`config.mk`:
```
export PLATFORM = sky130hd
export DESIGN_NAME = udq_ctrl
export DESIGN_NICKNAME = d
export VERILOG_FILES = /design/src/sv/udp_port_demux_queues_unit_macros.svh /design/src/sv/udq_pkg.sv /design/src/sv/udq_ctrl.sv
export SDC_FILE = /design/constraint.sdc
export NUM_CORES = 1
export LEC_CHECK = 0
export BUFFER_PORTS_ARGS = -buffer_cell sky130_fd_sc_hd__buf_2
export CAP_MARGIN = 25
export CORE_AREA = 3 3 40 42
export DETAILED_ROUTE_END_ITERATION = 10
export DIE_AREA = 0 0 43 45
export HOLD_SLACK_MARGIN = 0.15
export PLACE_DENSITY_LB_ADDON = 0.3
export SLEW_MARGIN = 15
export SYNTH_ARGS = -nofsm -noshare
export SYNTH_HDL_FRONTEND = slang
export SYNTH_SLANG_ARGS = --single-unit
```
`constraint.sdc`:
```
create_clock -name clk -period 1.42 [get_ports clk]
set_input_delay 0 -clock clk [delete_from_list [all_inputs] [get_ports clk]]
set_output_delay 0 -clock clk [all_outputs]
set_load 0.05 [all_outputs]
```
`src/sv/udp_port_demux_queues_unit_macros.svh`:
```
// Assertion macros shared by the UDP port demultiplexer RTL.
`ifndef UDP_PORT_DEMUX_QUEUES_UNIT_MACROS_SVH
`define UDP_PORT_DEMUX_QUEUES_UNIT_MACROS_SVH
`ifndef SYNTHESIS
// Same-cycle implication, checked out of reset.
`define UDQ_ASSERT_IMP(lbl, clk, rst_n, ante, cons) \
  lbl: assert property (@(posedge clk) disable iff (!rst_n) (ante) |-> (cons)) \
    else $error("udq assertion failed");
// Next-cycle implication, checked out of reset.
`define UDQ_ASSERT_NXT(lbl, clk, rst_n, ante, cons) \
  lbl: assert property (@(posedge clk) disable iff (!rst_n) (ante) |=> (cons)) \
    else $error("udq assertion failed");
`else
`define UDQ_ASSERT_IMP(lbl, clk, rst_n, ante, cons)
`define UDQ_ASSERT_NXT(lbl, clk, rst_n, ante, cons)
`endif
`endif

```
`src/sv/udq_pkg.sv`:
```
// Package with beat types, codes and control types of the UDP port demultiplexer.
package udq_pkg;

  // Command codes.
  localparam logic [1:0] CMD_BIND     = 2'd0;
  localparam logic [1:0] CMD_FRAME    = 2'd1;
  localparam logic [1:0] CMD_RECV     = 2'd2;
  localparam logic [1:0] CMD_RESERVED = 2'd3;

  // Status codes.
  localparam logic [2:0] STAT_OK       = 3'd0;
  localparam logic [2:0] STAT_REFUSED  = 3'd1;
  localparam logic [2:0] STAT_UNBOUND  = 3'd2;
  localparam logic [2:0] STAT_EMPTY    = 3'd3;
  localparam logic [2:0] STAT_DROPPED  = 3'd4;
  localparam logic [2:0] STAT_FULL     = 3'd5;
  localparam logic [2:0] STAT_ARP      = 3'd6;

  // Protocol constants.
  localparam logic [15:0] ETYPE_IPV4 = 16'h0800;
  localparam logic [15:0] ETYPE_ARP  = 16'h0806;
  localparam logic [7:0]  PROTO_UDP  = 8'd17;
  localparam logic [15:0] HDR_BYTES  = 16'd28;

  typedef struct packed {
    logic [1:0]  cmd;
    logic [15:0] port;
    logic [15:0] ethertype;
    logic [7:0]  ip_proto;
    logic [15:0] dst_port;
    logic [31:0] src_addr;
    logic [15:0] peer_port;
    logic [15:0] ip_total_len;
    logic [11:0] frame_handle;
    logic [15:0] max_len;
  } in_beat_t;

  typedef struct packed {
    logic [2:0]  status;
    logic [3:0]  slot;
    logic [31:0] out_src_addr;
    logic [15:0] out_peer_port;
    logic [11:0] out_handle;
    logic [15:0] data_len;
  } out_beat_t;

  typedef enum logic [2:0] {
    S_IDLE,
    S_MATCH,
    S_LOOKUP,
    S_QUEUE,
    S_READ,
    S_DONE
  } state_t;

  typedef struct packed {
    logic capture;
    logic match_en;
    logic lookup_en;
    logic queue_en;
    logic read_en;
    logic out_load;
  } ctl_cmd_t;

  typedef struct packed {
    logic out_valid;
  } dp_status_t;

endpackage

```
`src/sv/udq_ctrl.sv`:
```
// Sequencer of the UDP port demultiplexer.
module udq_ctrl (
  input  logic                clk,
  input  logic                rst_n,
  input  logic                in_valid,
  output logic                in_stall,
  input  logic                out_stall,
  input  udq_pkg::dp_status_t dp_stat,
  output udq_pkg::ctl_cmd_t   cmd,
  output udq_pkg::state_t     state
);
  import udq_pkg::*;

  state_t state_r, state_nxt;
  logic   out_free;

  // The result register can take a new beat when empty or being drained.
  assign out_free = !dp_stat.out_valid || !out_stall;

  // Next state.
  always_comb begin
    state_nxt = state_r;
    unique case (state_r)
      S_IDLE:   if (in_valid) state_nxt = S_MATCH;
      S_MATCH:  state_nxt = S_LOOKUP;
      S_LOOKUP: state_nxt = S_QUEUE;
      S_QUEUE:  state_nxt = S_READ;
      S_READ:   state_nxt = S_DONE;
      S_DONE:   if (out_free) state_nxt = S_IDLE;
      default:  state_nxt = S_IDLE;
    endcase
  end

  // Commands to the datapath.
  always_comb begin
    cmd      = '0;
    in_stall = 1'b1;
    unique case (state_r)
      S_IDLE: begin
        in_stall    = 1'b0;
        cmd.capture = in_valid;
      end
      S_MATCH:  cmd.match_en  = 1'b1;
      S_LOOKUP: cmd.lookup_en = 1'b1;
      S_QUEUE:  cmd.queue_en  = 1'b1;
      S_READ:   cmd.read_en   = 1'b1;
      S_DONE:   cmd.out_load  = out_free;
      default:  cmd = '0;
    endcase
  end

  always_ff @(posedge clk) begin
    if (!rst_n) begin
      state_r <= S_IDLE;
    end else begin
      state_r <= state_nxt;
    end
  end

  assign state = state_r;
endmodule

```
==> flow_metrics.tcl <==
set metrics [dict create \
    status "finished, final reports clean" \
    die-area_um2 1940 \
    cp_max_fo 10 \
    cp.required_ps 1420 \
    synthTopCellsByArea "dfxtp_1 29%, nor3b_1 11%, and3b_1 8.5%, buf_6 5.5%, o2111a_1 5.5%" \
    holdWs_ps 551 \
    endpoint "cmd[5]" \
    hold_path_class "input pin to flop" \
    synth_top_area_cell "dfxtp_1" \
    core_um2 1280 \
    fin_nets 48 \
    synth_top_area_frac 0.291 \
    postSynth.asyncResetShare 0 \
    critPathKind "flop to primary output" \
    clock_skew_ps 0.955 \
    setup_viol 0 \
    root_buffer "clkbuf_4" \
    ir_drop_mv 0.633 \
    arrival_ps 1340 \
    fin_crit_sh 0.941 \
    synth_ff_type "dfxtp_1" \
    cts.sinks 3 \
    ys_warn_count 0 \
    dpl.cell_count 49 \
    post_drt_wl_per_cell_um 9.75 \
    instances_no_fill 57 \
    die_width_um 43 \
    ant_nets 0 \
    grt_overflow 0 \
    ys_types 16 \
    synth_fp_nets 27 \
    num-fill-cells 142 \
    antenna_found_initial 0 \
    drv_cap 0 \
    clkLatencyLatePin_ps 230 \
    synth_area_um2 206 \
    power.density_nw_per_um2 1370 \
    synth_seq_cells 3 \
    io_buffers 14 \
    synth-edff-count 0 \
    reg2reg_slack_ps 410 \
    synth_area_per_cell_um2 9.38 \
    h-tree-depth 1 \
    ios 15 \
    tns_ps 0 \
    die_h_um 45 \
    place_ws_ps 294 \
    fin_ws_ps 84.1 \
    wl_um 556 \
    synth_common_cells "3 x dfxtp_1, 3 x nor3b_1, 2 x and3b_1, 2 x nor2_1" \
    end_kind "primary output" \
    start_kind "flop" \
    num_vias 224 \
    grt_pass1_vias 214 \
    clk_pin_slew_ps 40 \
    synth_seq_area_share 0.291 \
    r2r-start "state[2]$_SDFFE_PN0P_" \
    startpoint "state[1]$_SDFFE_PN0P_" \
    drt_iter0_drc 0 \
    slew-limit-headroom 0.832 \
    vias_per_cell 3.93 \
    worstMarginPinSlew_ps 253 \
    grt_use_total 0.0640 \
    p_leak_uw 0.000180 \
    drc 0 \
    holdPathStages 3 \
    clock.fmax_ghz 0.749 \
    cts_buffers 3 \
    reg2regPathDepth 2 \
    largest_reg_flops 3 \
    clk_path_buf_depth 2 \
    cts_tree "built" \
    fp-row-count 13 \
    grt_first_pass_wirelength_um 869 \
    hold_viol_final 0 \
    gp_congestion 0.687 \
    drive_gt1_frac 0.690 \
    rsz0062_at_grt "false" \
    grt_max_degree 11 \
    reg2reg_to "state[2]$_SDFFE_PN0P_" \
    dr.pass1.iters 1 \
    fin_crit_ps 1340 \
    start_util 0.161 \
    timing.final.max_slew_violations 0 \
    synthCells 22 \
    syn_to_final_growth_pct 82.4 \
    n_antenna_cell 0 \
]
==> logic make-up (layout without fill, tap and decap cells) <==
family | after synthesis | in the layout | synth area share
AOI/OAI and AO/OA | 4 | 4 | 0.194
xor gates and xnor gates | 1 | 1 | 0.0424
buffers and inverters | 3 | 23 | 0.109
DFF | 3 | 3 | 0.291
and+or+nand+nor | 11 | 11 | 0.364
==> area by class of cell <==
| type | count | area [um^2] | area share |
|---|---|---|---|
| Clock buffer | 4 | 26.3 | 0.0698 |
| Inverter | 1 | 3.75 | 0.00997 |
| Multi-Input combinational cell | 16 | 151 | 0.402 |
| Sequential cell | 3 | 63.8 | 0.169 |
| Tap cell | 15 | 18.8 | 0.0498 |
| Timing Repair Buffer | 18 | 113 | 0.299 |
==> worst min path at each step <==
| stage | start | to | slack (ps) |
|---|---|---|---|
| finish | rst_n | state[2]$_SDFFE_PN0P_ | 550 |
| global route | state[2]$_SDFFE_PN0P_ | state[1]$_SDFFE_PN0P_ | 590 |
| CTS | rst_n | state[2]$_SDFFE_PN0P_ | 550 |
| detailed placement | rst_n | state[2]$_SDFFE_PN0P_ | 270 |
| global placement | rst_n | state[2]$_SDFFE_PN0P_ | 270 |
| floorplan | rst_n | state[2]$_SDFFE_PN0P_ | 130 |
==> layout by cell type, fill, tap and decap left out, drive strengths merged <==
master,n
clkbuf,5
nor3b,3
a21bo,1
dfxtp,3
or3,1
nand2b,1
buf,13
o21ba,1
nor2,3
dlygate4sd3,4
nand2,1
o2111a,1
a22o,1
xnor2,1
and3b,2
inv,1
==> where the power goes <==
| part | internal, uW | switching (uW) | leakage, uW | total, uW |
|---|---|---|---|---|
| Clock | 106 | 47.7 | 0.0000150 | 153 |
| Sequential | 97.2 | 26.8 | 0.0000258 | 124 |
| Combinational | 83.4 | 154 | 0.000140 | 238 |
| Total | 286 | 229 | 0.000180 | 515 |
==> worst max-delay path, cell delays in order, from the launching register on <==
cell      delay (ps)
dfxtp_2          370
or3_4            410
nor2_4           100
clkbuf_4         220
==> layer usage <==
metal	vias to the layer above	global-route usage	routed length, um
li1	118	-	-
met4	0	0.0361	0
met3	0	0.0359	46
met5	-	0	0
met2	8	0.114	312
met1	98	0.0576	197
==> per-stage QoR <==
stage	power, uW	util	area, um^2
3_3_place_gp	355	0.240	308
3_5_place_dp	355	0.240	308
2_1_floorplan	322	-	238
4_1_cts	523	0.291	374
5_1_grt	544	0.293	377
6_report	515	0.293	377
==> timing repair <==
action,in CTS,in global routing
endpoints found under the setup margin,0,1
hold endpoints to repair,3,0
gates resized for setup,0,1
hold buffers,4,0
buffers inserted,0,0
No activity file was read; power rests on OpenSTA's default activity.
